**src/hw/rtl/dasb_queue.sv**
```systemverilog
// Two-entry command queue between front and back.
module dasb_queue #(
  parameter int WIDTH = 8
) (
  input  logic             clk,
  input  logic             rst,
  input  logic             push,
  input  logic [WIDTH-1:0] push_data,
  output logic             full,
  input  logic             pop,
  output logic [WIDTH-1:0] head,
  output logic             empty
);
  logic [WIDTH-1:0] entry [2];
  logic             wr_ptr;
  logic             rd_ptr;
  logic [1:0]       count;

  assign full  = (count == 2'd2);
  assign empty = (count == 2'd0);
  assign head  = entry[rd_ptr];

  always_ff @(posedge clk) begin
    if (push) begin
      entry[wr_ptr] <= push_data;
    end
  end

  always_ff @(posedge clk) begin
    if (rst) begin
      wr_ptr <= 1'b0;
      rd_ptr <= 1'b0;
      count  <= 2'd0;
    end else begin
      if (push) begin
        wr_ptr <= !wr_ptr;
      end
      if (pop) begin
        rd_ptr <= !rd_ptr;
      end
      count <= count + 2'(push) - 2'(pop);
    end
  end

endmodule

```
**config.mk**
```make
export PLATFORM = sky130hd
export DESIGN_NAME = dasb_queue
export DESIGN_NICKNAME = d
export VERILOG_FILES = /design/src/hw/rtl/dasb_queue.sv
export SDC_FILE = /design/constraint.sdc
export NUM_CORES = 1
export LEC_CHECK = 0
export ABC_CLOCK_PERIOD_IN_PS = 1700
export BUFFER_PORTS_ARGS = -buffer_cell sky130_fd_sc_hd__buf_2
export CORE_AREA = 8 8 51 53
export DETAILED_ROUTE_END_ITERATION = 8
export DIE_AREA = 0 0 59 61
export PLACE_DENSITY = 0.77
export SLEW_MARGIN = 20
export SYNTH_ARGS = -nofsm -noshare
export SYNTH_HDL_FRONTEND = slang
export SYNTH_SLANG_ARGS = --single-unit
```
**constraint.sdc**
```tcl
create_clock -name clk -period 1.7 [get_ports clk]
set_input_delay 0.255 -clock clk [delete_from_list [all_inputs] [get_ports clk]]
set_output_delay 0.255 -clock clk [all_outputs]
set_load 0.01 [all_outputs]
```
[Word-level counts from Yosys, hierarchy flattened]
Memory sizes are Yosys's and may differ from the RTL's. A register that Yosys moved wholly into a read port is not among the register bits.
Cells that the tools add are included.
Widths: inputs -> output; s select.
Storage, ports and cells
  register bits after elaboration: 4
  word-level logic and storage cells: 14
  memory bits (writable): 16
  memories kept: 1
Memories
  entry: depth 2, bits a word 8, read ports 1, clocked after memory_dff 1, wr ports 1, line 14  | logic [WIDTH-1:0] entry [2];
Cells by class
  mux-type cells: 4
  reductions and logical operators: 3
  add/subtract/negate cells: 2
  equality and inequality tests: 1
Operators by type and width (count)
  $mux 1: 4
  $add 2x1->2: 1
  $eq 2x2->1 const B: 1
  $logic_not 1->1: 2
  $logic_not 2->1: 1
  $sub 2x1->2: 1

[Logic depth before layout (Yosys ltp)]
  depth in word-level cells: 3
  mapped depth: 6
  gate-level depth less buffers: 6

[Worst setup path before layout]
No wires, ideal clock.
  path kind: flip-flop to flip-flop
  from: reg count[0]
  to: reg count[1]
  cell stages (with the launch flop): 7
  path buffers: 0
  setup time: 0.110 ns
  arrival time: 1.185 ns
  required time: 1.590 ns
  slack: 0.404 ns
  path through: dfxtp_1 inv_1 ha_1 inv_1 ha_1 xnor3_1 nor2_1
Between the ends
  cells in the longest elaborated chain, start to end: 2
Ends and longest elaborated chain
  start, declared: line 17  | logic [1:0] count;
  start signal, assigned: line 41  | count <= count + 2'(push) - 2'(pop);
  $add 2x1->2: line 41
  $sub 2x1->2: line 41
Every way passes these cells.
A chain may end at the register's enable or synchronous reset.

==> impl_metrics.ini <==
[synth]
synth_compound_area_frac = 0
yosys_warnings = 0
synth_xor_area_frac = 0.0506
yosys.cell_types.count = 11
netlist_area_um2 = 792
synth_nets = 60
syn_avg_cell_area_um2 = 17.2
synthAdderAreaFrac = 0.0316
seq_area_frac_synth = 0.733
synth_top_family_by_area = multiplexers
synth_simple_gate_area_share = 0.0553
synthMuxAreaShare = 0.114
synth_cells = 46
ys_ff_latch = 21

[clocking]
post_cts_buffers = 0
clock_path_buffers = 2
path_clk_slew_ns = 0.10
cts_tree = yes
hold_buffers = 0
htreeDepth = 1
clock-root-buffer = clkbuf_4
numCtsBuffers = 3
clkSinkCount = 21
clkLatencyLatePin_ns = 0.28
post_cts_resized = 0

[power]
leakage_nw = 0.385
p_sw_frac = 0.224
power.net_switching_uw = 226
p_comb_frac = 0.167
finalPower_mw = 1.01
p_seq_frac = 0.615
p_int_uw = 783
powerDensity_nw_per_um2 = 1050
ir_drop_uv = 498
clock_power_share = 0.218

[grt]
antenna_found_initial = 0
grt_pass1_vias = 511
grt_usage = 0.0787
grt_max_degree = 12
grt_overflow = 0
grt_pass1_wl_um = 2110

[setup_path]
crit_fanout = 8
slowest_delay_ns = 0.44
critPathKind = flop to output pin
crit_arrival_ns = 1.22
crit_path_start_kind = flop
r2r_cells = 6
rrSetupSlack_ns = 0.32
crit_buf_inv = 1
worstPathCellList = mux2_2, buf_2
r2r_end = count[1]$_SDFF_PP0_
crit_cells = 2
cp-end-kind = output pin
r2r-start = count[0]$_SDFF_PP0_
critPathRequiredTime_ns = 1.44
path_delay_family = flip-flops
cpMaxStageDelayCell = dfxtp_2

[layout]
fillCellCount = 178
fin_nets = 86
area_delta_synth_final_pct = 21.3
diodes = 0
drive_gt1_frac = 0.479
fin_area_um2 = 961

[floorplan]
core_um2 = 1840
fp.dieArea_um2 = 3600
die_x_um = 59
start_util = 0.430
io_pins = 22
num_rows = 16
die_h_um = 61

[worst_hold_path]
hold_end = entry[0][6]$_DFFE_PP_
min_path_type = primary input to flop
hold_depth = 1
min_from = push_data[6]

[timing]
fin_worst_skew_ns = 0.00108
tns_ns = 0
layout_min_cycle_time_ns = 1.47
setup_viol = 0
finalHoldViolCount = 0
min_period_over_period = 0.866
fmax_ghz = 0.679
max_slew_margin = 0.750
worst_hold_slack_ns = 0.153
rsz0062_at_grt = no
drv_slew = 0
worstMarginPinSlew_ns = 0.375

[route]
wl_per_cell_um = 12.5
drt-total-wl_um = 1230
drt_iter0_markers = 5
drt-met1-wl_um = 503
wl_met3_um = 95
dr_wl_met2_um = 627
highest_layer = met3
drc = 0
vias = 429
drtAntennaViolNets = 0
firstDrtPassIters = 4
vias_per_cell = 4.38

[placed_design]
gp_congestion = 0.617
io_buffers = 21
placedInstanceArea_um2 = 933
hpwl_um = 954

[outcome]
outcome = complete, no violations

[flow_run]
cap_violations = 0
## cell usage in the layout, fill, tap and decap left out, drive strengths merged
| master | instances |
|---|---|
| inv | 2 |
| buf | 22 |
| and2 | 1 |
| nor2b | 3 |
| dfxtp | 5 |
| ha | 2 |
| edfxtp | 16 |
| xnor2 | 2 |
| mux2 | 8 |
| xnor3 | 1 |
| nor2 | 5 |
| clkbuf | 4 |
## Yosys cell counts
cell type / number / area (µm²)
nor2_1: 5 / 18.8
xnor3_1: 1 / 22.5
dfxtp_1: 5 / 100
ha_1: 2 / 25.0
and2_1: 1 / 6.26
nor2b_1: 3 / 18.8
inv_1: 2 / 7.51
edfxtp_1: 16 / 480
xnor2_1: 2 / 17.5
buf_2: 1 / 5.00
mux2_2: 8 / 90.1
## kinds of logic after synthesis
logic type | count (synthesis)
xor+xnor | 3
fa+ha+maj | 2
buf+inv | 3
flops | 21
mux | 8
simple gates | 9
## registers in the layout, summed over array words and instances (netlist names), named ones only
| name | count |
|---|---|
| count | 2 |
| entry | 16 |
| rd_ptr | 1 |
| wr_ptr | 1 |
## through the flow
stage          cells  setup slack [ns]  utilization
2_1_floorplan     46             0.404            -
3_3_place_gp      94             0.364        0.507
3_5_place_dp      94             0.329        0.507
4_1_cts           98            0.0616        0.521
5_1_grt           98             0.136        0.522
6_report          98             0.227        0.522
## routing by layer
metal  GRT usage  vias up
li1            -      214
met1      0.0722      199
met2       0.145       16
met3      0.0403        0
met4      0.0307        0
met5           0        -
## final cells by class
cell class / count / area, µm² / area share
Timing Repair Buffer: 22 / 113 / 0.117
Multi-Input combinational cell: 22 / 199 / 0.207
Inverter: 2 / 7.51 / 0.00781
Tap cell: 27 / 33.8 / 0.0352
Sequential cell: 21 / 582 / 0.605
Clock buffer: 4 / 26.3 / 0.0273
## power by group through the flow
| stage | Clock, mW | Sequential (mW) | Combinational, mW |
|---|---|---|---|
| after floorplan | 0 | 0.620 | 0.114 |
| after global placement | 0 | 0.629 | 0.168 |
| after detailed placement | 0 | 0.632 | 0.173 |
| after CTS | 0.233 | 0.620 | 0.174 |
| after global routing | 0.255 | 0.627 | 0.189 |
| final | 0.220 | 0.620 | 0.169 |
## worst max-delay path by stage
stage	to
floorplan	count[1]$_SDFF_PP0_
global placement	count[1]$_SDFF_PP0_
detailed placement	count[1]$_SDFF_PP0_
CTS	head[6]
global route	head[6]
finish	head[1]
Note: power is estimated with default switching activity, not from simulation.
