$ cat src/hw/rtl/dasb_pkg.sv
// Shared constants and codes for the delay-and-sum beamformer.
package dasb_pkg;

  // Fixed field widths
  localparam int BAND_IN_W = 4;
  localparam int POS_IN_W  = 10;
  localparam int BEAM_W    = 7;
  localparam int FL_W      = 11;
  localparam int BPS_W     = 6;
  localparam int LAG_W     = 6;
  localparam int DIFF_W    = BEAM_W + 1;
  localparam int PADDR_W   = 3;
  localparam int PDATA_W   = 32;

  localparam int MIN_FRAME        = 2;
  localparam int FL_RESET         = 1024;
  localparam int BPS_RESET        = 4;

  // Register indexes (paddr[2])
  localparam logic REG_FRAME_LENGTH   = 1'b0;
  localparam logic REG_BEAMS_PER_SIDE = 1'b1;

  // Request types
  localparam logic REQ_WRITE = 1'b0;
  localparam logic REQ_READ  = 1'b1;

  // Status codes
  localparam logic STATUS_OK  = 1'b0;
  localparam logic STATUS_ERR = 1'b1;

endpackage

$ cat src/hw/rtl/dasb_front.sv
// Front end: range checks, lag split and command packing for each request.
module dasb_front #(
  parameter int BANDS       = 16,
  parameter int MAX_FRAME   = 1024,
  parameter int SAMPLE_BITS = 16,
  parameter int LEN_W       = 11,
  parameter int POS_W       = 10,
  parameter int ADDR_W      = 14,
  parameter int CMD_W       = 9 + ADDR_W + POS_W + 2 * SAMPLE_BITS
) (
  input  logic [dasb_pkg::FL_W-1:0]      frame_length,
  input  logic [dasb_pkg::BPS_W-1:0]     beams_per_side,
  input  logic                           in_valid,
  output logic                           in_stall,
  input  logic                           req_type,
  input  logic [dasb_pkg::BAND_IN_W-1:0] band_index,
  input  logic [dasb_pkg::POS_IN_W-1:0]  sample_position,
  input  logic [dasb_pkg::BEAM_W-1:0]    beam_index,
  input  logic signed [SAMPLE_BITS-1:0]  first_channel_sample,
  input  logic signed [SAMPLE_BITS-1:0]  second_channel_sample,
  input  logic                           q_full,
  output logic                           q_push,
  output logic [CMD_W-1:0]               q_data,
  output logic [LEN_W-1:0]               eff_len
);
  import dasb_pkg::*;

  typedef struct packed {
    logic                   is_write;
    logic                   err;
    logic [ADDR_W-1:0]      base;
    logic [POS_W-1:0]       pos;
    logic                   lag_neg;
    logic [LAG_W-1:0]       lag_mag;
    logic [SAMPLE_BITS-1:0] s1;
    logic [SAMPLE_BITS-1:0] s2;
  } cmd_t;

  cmd_t              cmd;
  logic [DIFF_W-1:0] nbeams;
  logic [DIFF_W-1:0] lag_diff;
  logic [DIFF_W-1:0] lag_abs;
  logic              band_ok;
  logic              pos_ok;
  logic              beam_ok;
  logic              err;

  // Frame length saturates into [2, MAX_FRAME]
  always_comb begin
    if (frame_length < FL_W'(MIN_FRAME)) begin
      eff_len = LEN_W'(MIN_FRAME);
    end else if (32'(frame_length) > MAX_FRAME) begin
      eff_len = LEN_W'(MAX_FRAME);
    end else begin
      eff_len = LEN_W'(frame_length);
    end
  end

  assign nbeams   = {1'b0, beams_per_side, 1'b1};
  assign band_ok  = 32'(band_index) < BANDS;
  assign pos_ok   = 32'(sample_position) < 32'(eff_len);
  assign beam_ok  = {1'b0, beam_index} < nbeams;
  assign err      = !(band_ok && pos_ok && (req_type == REQ_WRITE || beam_ok));

  assign lag_diff = {1'b0, beam_index} - {2'b00, beams_per_side};
  assign lag_abs  = lag_diff[DIFF_W-1] ? (DIFF_W'(0) - lag_diff) : lag_diff;

  always_comb begin
    cmd.is_write = (req_type == REQ_WRITE);
    cmd.err      = err;
    cmd.base     = ADDR_W'(32'(band_index) * MAX_FRAME);
    cmd.pos      = POS_W'(sample_position);
    cmd.lag_neg  = lag_diff[DIFF_W-1];
    cmd.lag_mag  = lag_abs[LAG_W-1:0];
    cmd.s1       = first_channel_sample;
    cmd.s2       = second_channel_sample;
  end

  // Out-of-range writes are dropped here; they have no result
  assign in_stall = q_full;
  assign q_push   = in_valid && !q_full && !(req_type == REQ_WRITE && err);
  assign q_data   = CMD_W'(cmd);

endmodule

$ cat config.mk
export PLATFORM = sky130hd
export DESIGN_NAME = dasb_front
export DESIGN_NICKNAME = d
export VERILOG_FILES = /design/src/hw/rtl/dasb_pkg.sv /design/src/hw/rtl/dasb_front.sv
export SDC_FILE = /design/constraint.sdc
export NUM_CORES = 1
export LEC_CHECK = 0
export ABC_CLOCK_PERIOD_IN_PS = 1920
export BUFFER_PORTS_ARGS = -buffer_cell sky130_fd_sc_hd__buf_2
export CAP_MARGIN = 20
export CORE_MARGIN = 2
export CORE_UTILIZATION = 32
export DETAILED_ROUTE_END_ITERATION = 7
export MAX_ROUTING_LAYER = met4
export PLACE_DENSITY = 0.81
export SKIP_LAST_GASP = 1
export SYNTH_ARGS = -nofsm -noshare
export SYNTH_HDL_FRONTEND = slang
export SYNTH_SLANG_ARGS = --single-unit
$ cat constraint.sdc
create_clock -name vclk -period 1.92
set_input_delay 0.096 -clock vclk [all_inputs]
set_output_delay 0.096 -clock vclk [all_outputs]
set_load 0.01 [all_outputs]
Yosys cells after proc, flatten, opt, wreduce, memory -nomap -nowiden --
Cells that the tools add are included.
Word-level totals: bits in registers 0, input bits 73, logic and storage cells 18, output and inout bits 78
Cells by class: mux-type cells 3, $add $sub $neg 2, bitwise logic cells 1, reductions and logical operators 8, $lt $le $gt $ge 4
Operator list (count):
- $mux 11 | 2
- $gt 11x11->1 const B | 1
- $lt 10x11->1 | 1
- $lt 11x2->1 const B | 1
- $sub 7x6->8 | 1
- $lt 7x7->1 | 1
- $mux 6 | 1
- $sub 1x6->6 const A | 1
- $logic_and 1x1->1 | 4
- $logic_not 1->1 | 3
- $logic_or 1x1->1 | 1
- $not 1->1 | 1

Logic depth before layout (Yosys ltp) --
Gate-level depths: netlist of the first run.
word-level depth 9, gate-level depth with buffers 10, depth with buffers taken out 9

Worst setup path before layout of the first run --
OpenSTA, ideal clock, no wires.
kind input -> output, from in frame_length[2] in the netlist's numbering, to out q_push, data required time 1824 ps, slack 4 ps, stages on the path 8, arrival time 1820 ps, path through nor4_2 -> and3_1 -> nor2_1 -> or2_1 -> ha_1 -> nor4_1 -> o31ai_1 -> a221oi_1
On the way: cells in the longest elaborated chain, start to end 9
RTL lines:
- from (decl) | line dasb_front.sv:11 | input logic [dasb_pkg::FL_W-1:0] frame_length,
- $gt 11x11->1 | line dasb_front.sv:52 | end else if (32'(frame_length) > MAX_FRAME) begin
- $mux 11 | line dasb_front.sv:52
- $mux 11 (*) | line dasb_front.sv:50 | if (frame_length < FL_W'(MIN_FRAME)) begin
- $lt 10x11->1 (*) | line dasb_front.sv:61 | assign pos_ok = 32'(sample_position) < 32'(eff_len);
- $logic_and 1x1->1 (*) | line dasb_front.sv:63 | assign err = !(band_ok && pos_ok && (req_type == REQ_WRITE || beam_ok));
- $logic_not 1->1 (*) | line dasb_front.sv:63
- $logic_and 1x1->1 (*) | line dasb_front.sv:81 | assign q_push = in_valid && !q_full && !(req_type == REQ_WRITE && err);
- $logic_not 1->1 (*) | line dasb_front.sv:81
- $logic_and 1x1->1 (*) | line dasb_front.sv:81
- to (decl) | line dasb_front.sv:22 | output logic q_push,
Every way passes the cells marked *; elsewhere a longest branch is shown, timed or not.

Worst setup path after layout of the first run --
from in frame_length[8] in the netlist's numbering, to out q_push
Same word-level chain as after synthesis.

==> results of run 1 <==
-- layout by cell type, fill, tap and decap left out, types with 3 or more instances in the layout --
master,n
nor2_1,4
o21ai_1,3
nand2_1,6
nand2b_1,9
ha_4,3
buf_6,5
a21oi_2,3
ha_1,17
xnor2_1,4
buf_4,18
conb_1,10
buf_2,65
inv_1,18
a21o_1,5
-- worst max-delay path, stage by stage --
cell and delay, ns:
buf_6 0.10, nor4_4 0.28, nand3_1 0.12, o21ai_2 0.18, nand2_2 0.10, ha_4 0.28
and4b_1 0.24, nand3_2 0.11, o31ai_4 0.28, a221oi_1 0.12, buf_2 0.16
-- Yosys cell counts (2+ instances only) --
cell and number:
buf_4 58, ha_1 22, inv_1 21, nand2b_1 9, nand2_1 7, xnor2_1 6, a21o_1 5, a21oi_1 4
nor2_1 4, o21ai_1 4, nand3_1 3, o21ai_0 3, a221oi_1 2, and3_1 2, clkbuf_1 2, nor3_1 2
o31ai_1 2, or3_1 2
-- metal layers --
metal  vias up  wire, um  global-route usage (%)  share of wire, %
met1       546      1070                    12.7                33
met5         -         0                       -                 0
met2        59      1810                    28.1                57
met3         8       272                    2.17               8.5
li1        607         -                       -                 -
met4         0        37                    1.79               1.2
-- final timing paths --
check	from	to	slack, ns	cells after the start
worst max-delay path	frame_length[8]	q_push	-0.24	11
worst min-delay path	second_channel_sample[14]	q_data[14]	0.19	0
-- logic make-up after synthesis --
logic type / Yosys count / share of synthesized area (%)
xor gates and xnor gates: 7 / 4.75
and+or+nand+nor: 39 / 17.7
AOI/OAI and AO/OA: 26 / 14.0
other: 1 / 0.291
adders and majority gates: 23 / 22.9
buffers and inverters: 81 / 40.4
-- power by group --
group          internal [mW]  switching [mW]  total, mW
clock                      0               0          0
combinational          0.257           0.264      0.521
sequential                 0               0          0
-- cell type report --
cell class                 instances  area [um2]  area share [%]
multi-input combinational        105         975            59.1
inverter                          21        81.3            4.93
tap                               50        62.6            3.79
timing repair buffer              89         532            32.2
-- what timing repair did --
action                                  4_1_cts  5_1_grt
resized for setup                            12       29
buffers inserted                              9        3
hold endpoints to repair                      0        0
pin swaps                                     5       18
endpoints found under the setup margin        3        7
==> flow_summary.ini, run 1 <==
[timing]
period_share_pct = 113
finalSetupViolations = 2
timing.fmax_mhz = 462
holdWs_ns = 0.192
min_period_ns = 2.16
final.setup.tns_ns = -0.474
final_hold_viol_count = 0
setup_slack_ns = -0.244
maxSlewViolCount = 0
rsz0062_at_grt = yes

[place]
place_area_um2 = 1370
pre_cts_ws_ns = -0.295
place_congestion = 0.822
dp_cells = 256
placement.io_buffers = 69
hpwl_um = 2460

[yosys]
synth_cells = 177
yosysTopAreaCell = buf_4
avgSynthCellArea_um2 = 7.29
synthTopCellsByArea = buf_4 (34%), ha_1 (21%), inv_1 (6.1%)
syn_area_um2 = 1290
yosysSeqAreaShare_pct = 0
ys_types = 37
yosysWarningCount = 0
yosysTopAreaCellShare_pct = 33.8

[layout]
seqCellArea_um2 = 0
fin_util_pct = 41.9
finalNonFillerCells = 265
nNetsFinal = 313
clkbuf_count = 0
nFillCells = 383
drive_gt1_share_pct = 54.4
diodes = 0
seq_cell_count = 0
fin_area_um2 = 1650
syn2layout_area_growth_pct = 27.9

[global_routing]
grt_usage_pct = 13.4
gr-total-overflow = 0
grt_first_pass_wirelength_um = 4760
grt_pass1_vias = 1119
grt_max_degree = 8
grt_antenna_before_repair = 0

[power_and_ir_drop]
powerDensity_nw_per_um2 = 316
p_total_uw = 521
leakagePower_nw = 0.932
ir_drop_v = 0.000161

[drt]
routed_wl_um = 3190
avgRoutedWirePerCell_um = 12.0
via_count = 1220
drt-vias-per-instance = 4.60
drtPass1Iterations = 2
post-route-drc-count = 0
ant_nets = 0
drt-initial-drc-count = 20

[critical_path]
critPathKind = in -> out
crit_arrival_ns = 2.07
crit_required_ns = 1.82
start_kind = primary input
cp-end-kind = output port
worst-path-max-fanout = 2

[floorplan]
core_area_um2 = 3940
die_h_um = 67.5
dieArea_um2 = 4550
start_util_pct = 32.7
io_pins = 151
rows = 23
die_w_um = 67.5

[flow_run]
maxCapViolations = 0

[clocking]
cts_hold_buf = 0

[outcome]
status = complete, but fails checks
violations = setup timing

[min_path]
hp-class = in -> out
Note: power is estimated with default switching activity, not from simulation.
==> run 2: changes to the inputs <==
Settings changed: GPL_ROUTABILITY_DRIVEN set to 0, GPL_TIMING_DRIVEN set to 0, MAX_ROUTING_LAYER met4 to unset.
==> run 2 against run 1 <==
  * The run still ends with setup timing left
  * Critical path depth up 1
  * Critical path type unchanged
  * Die area is the same
  * Via count up 28%
  * Combinational power increased by 25%
  * Highest routed layer unchanged
  * Largest cell class is now non-clock buffers
  * Largest power group unchanged
  * Power grew 25%
  * Cell area rose by 37%
  * Core utilization is 16 points higher
  * Wire length rose by 22%
  * Flip-flop and latch count did not move
  * Clock-buffer cell count did not move
==> flow_summary.ini, run 2 (same netlist as run 1, synthesis figures left out) <==
[power_and_ir_drop]
ir_drop_v = 0.000176
internal_power_uw = 349
powerDensity_nw_per_um2 = 287
pwr-share-seq_pct = 0
leakagePower_nw = 1.36
swShare_pct = 46.3
switchingPower_uw = 301
pwr-share-comb_pct = 100.0
clkPwrFrac_pct = 0

[critical_path]
slowest_delay_ns = 0.32
critPathKind = in -> out
crit_required_ns = 1.82
cp-end-kind = output port
slowest_stage = a311o_1
crit_arrival_ns = 2.02
start_kind = primary input
cp_top_family = compound AO/OA/AOI/OAI gates
crit_chain = buf_8 > nor4_4 > nand3_1 > o21ai_2 > buf_4 > nand2_4 > ha_4 > a221oi_2 > o21ai_1 > nor2b_2 > a311o_1 > buf_6
cp_num_buf_inv = 3
worst-path-max-fanout = 2

[place]
hpwl_um = 2900
pre_cts_ws_ns = -0.431
placement.io_buffers = 105
place_area_um2 = 1910

[timing]
setup_slack_ns = -0.200
timing.fmax_mhz = 472
period_share_pct = 110
final_hold_viol_count = 0
rsz0062_at_grt = yes
maxSlewViolCount = 0
finalSetupViolations = 3
min_period_ns = 2.12

[global_routing]
grt_max_degree = 11
grt_pass1_vias = 1342
grt_antenna_before_repair = 0
grt_first_pass_wirelength_um = 5310
gr-total-overflow = 0
grt_usage_pct = 14.5

[flow_run]
maxCapViolations = 0

[drt]
post-route-drc-count = 0
drtPass1Iterations = 4
routed_wl_um = 3900
drt-vias-per-instance = 4.39
drt-initial-drc-count = 17
via_count = 1562
ant_nets = 0
avgRoutedWirePerCell_um = 10.9

[clocking]
cts_hold_buf = 0

[outcome]
violations = setup timing
status = complete, but fails checks

[layout]
syn2layout_area_growth_pct = 75.4
seq_cell_count = 0
drive_gt1_share_pct = 68.0
final_common_cell = buf_2
fin_area_um2 = 2260
clkbuf_count = 0
layout_common_cells = buf_2 (100), buf_4 (64), inv_1 (18), ha_1 (18), buf_6 (12)
nNetsFinal = 404
seqCellArea_um2 = 0
diodes = 0

[floorplan]
die_h_um = 67.5
die_w_um = 67.5
dieArea_um2 = 4550
io_pins = 151
core_area_um2 = 3940
start_util_pct = 32.7
rows = 23

[min_path]
hp-class = in -> out
## run 2: final cells by class
cell class	instances	area [um2]
Tap cell	50	62.6
Buffer	59	445
Inverter	21	81.3
Fill cell	373	1680
Timing Repair Buffer	121	718
Multi-Input combinational cell	105	955
## run 2: final timing paths
kind                                 start  cells after the start    endpoint
setup / recovery           frame_length[8]                     12  q_data[63]
hold / removal    second_channel_sample[2]                      2   q_data[2]
## run 2: what timing repair did
item	in CTS	in global routing
buffers inserted	14	10
endpoints found under the setup margin	3	5
pin swaps	20	18
gates resized for setup	21	31
## run 2: stage by stage
step | cells | hold WS [ns] | total power [mW] | utilization [%] | TNS [ns]
3_5_place_dp | 341 | 0.376 | 0.539 | 48.5 | -0.825
4_1_cts | 353 | 0.376 | 0.599 | 53.6 | -0.534
3_3_place_gp | 341 | 0.376 | 0.531 | 48.5 | -0.768
5_1_grt | 356 | 0.378 | 0.715 | 57.4 | -0.887
2_1_floorplan | 186 | 0.243 | 0.356 | - | 0
6_report | 356 | 0.375 | 0.650 | 57.4 | -0.492
## run 2: power by group through the flow
stage	registers [mW]	clock network, mW	logic, mW
after floorplan	0	0	0.356
after global placement	0	0	0.531
after CTS	0	0	0.599
final	0	0	0.650
after global routing	0	0	0.715
after detailed placement	0	0	0.539
## run 2: metal layers
metal	track usage, %	vias up	wire length (um)
met3	0.500	6	284
met2	33.8	83	2270
met1	13.0	688	1300
li1	-	785	-
met4	2.55	0	44
met5	0	-	0
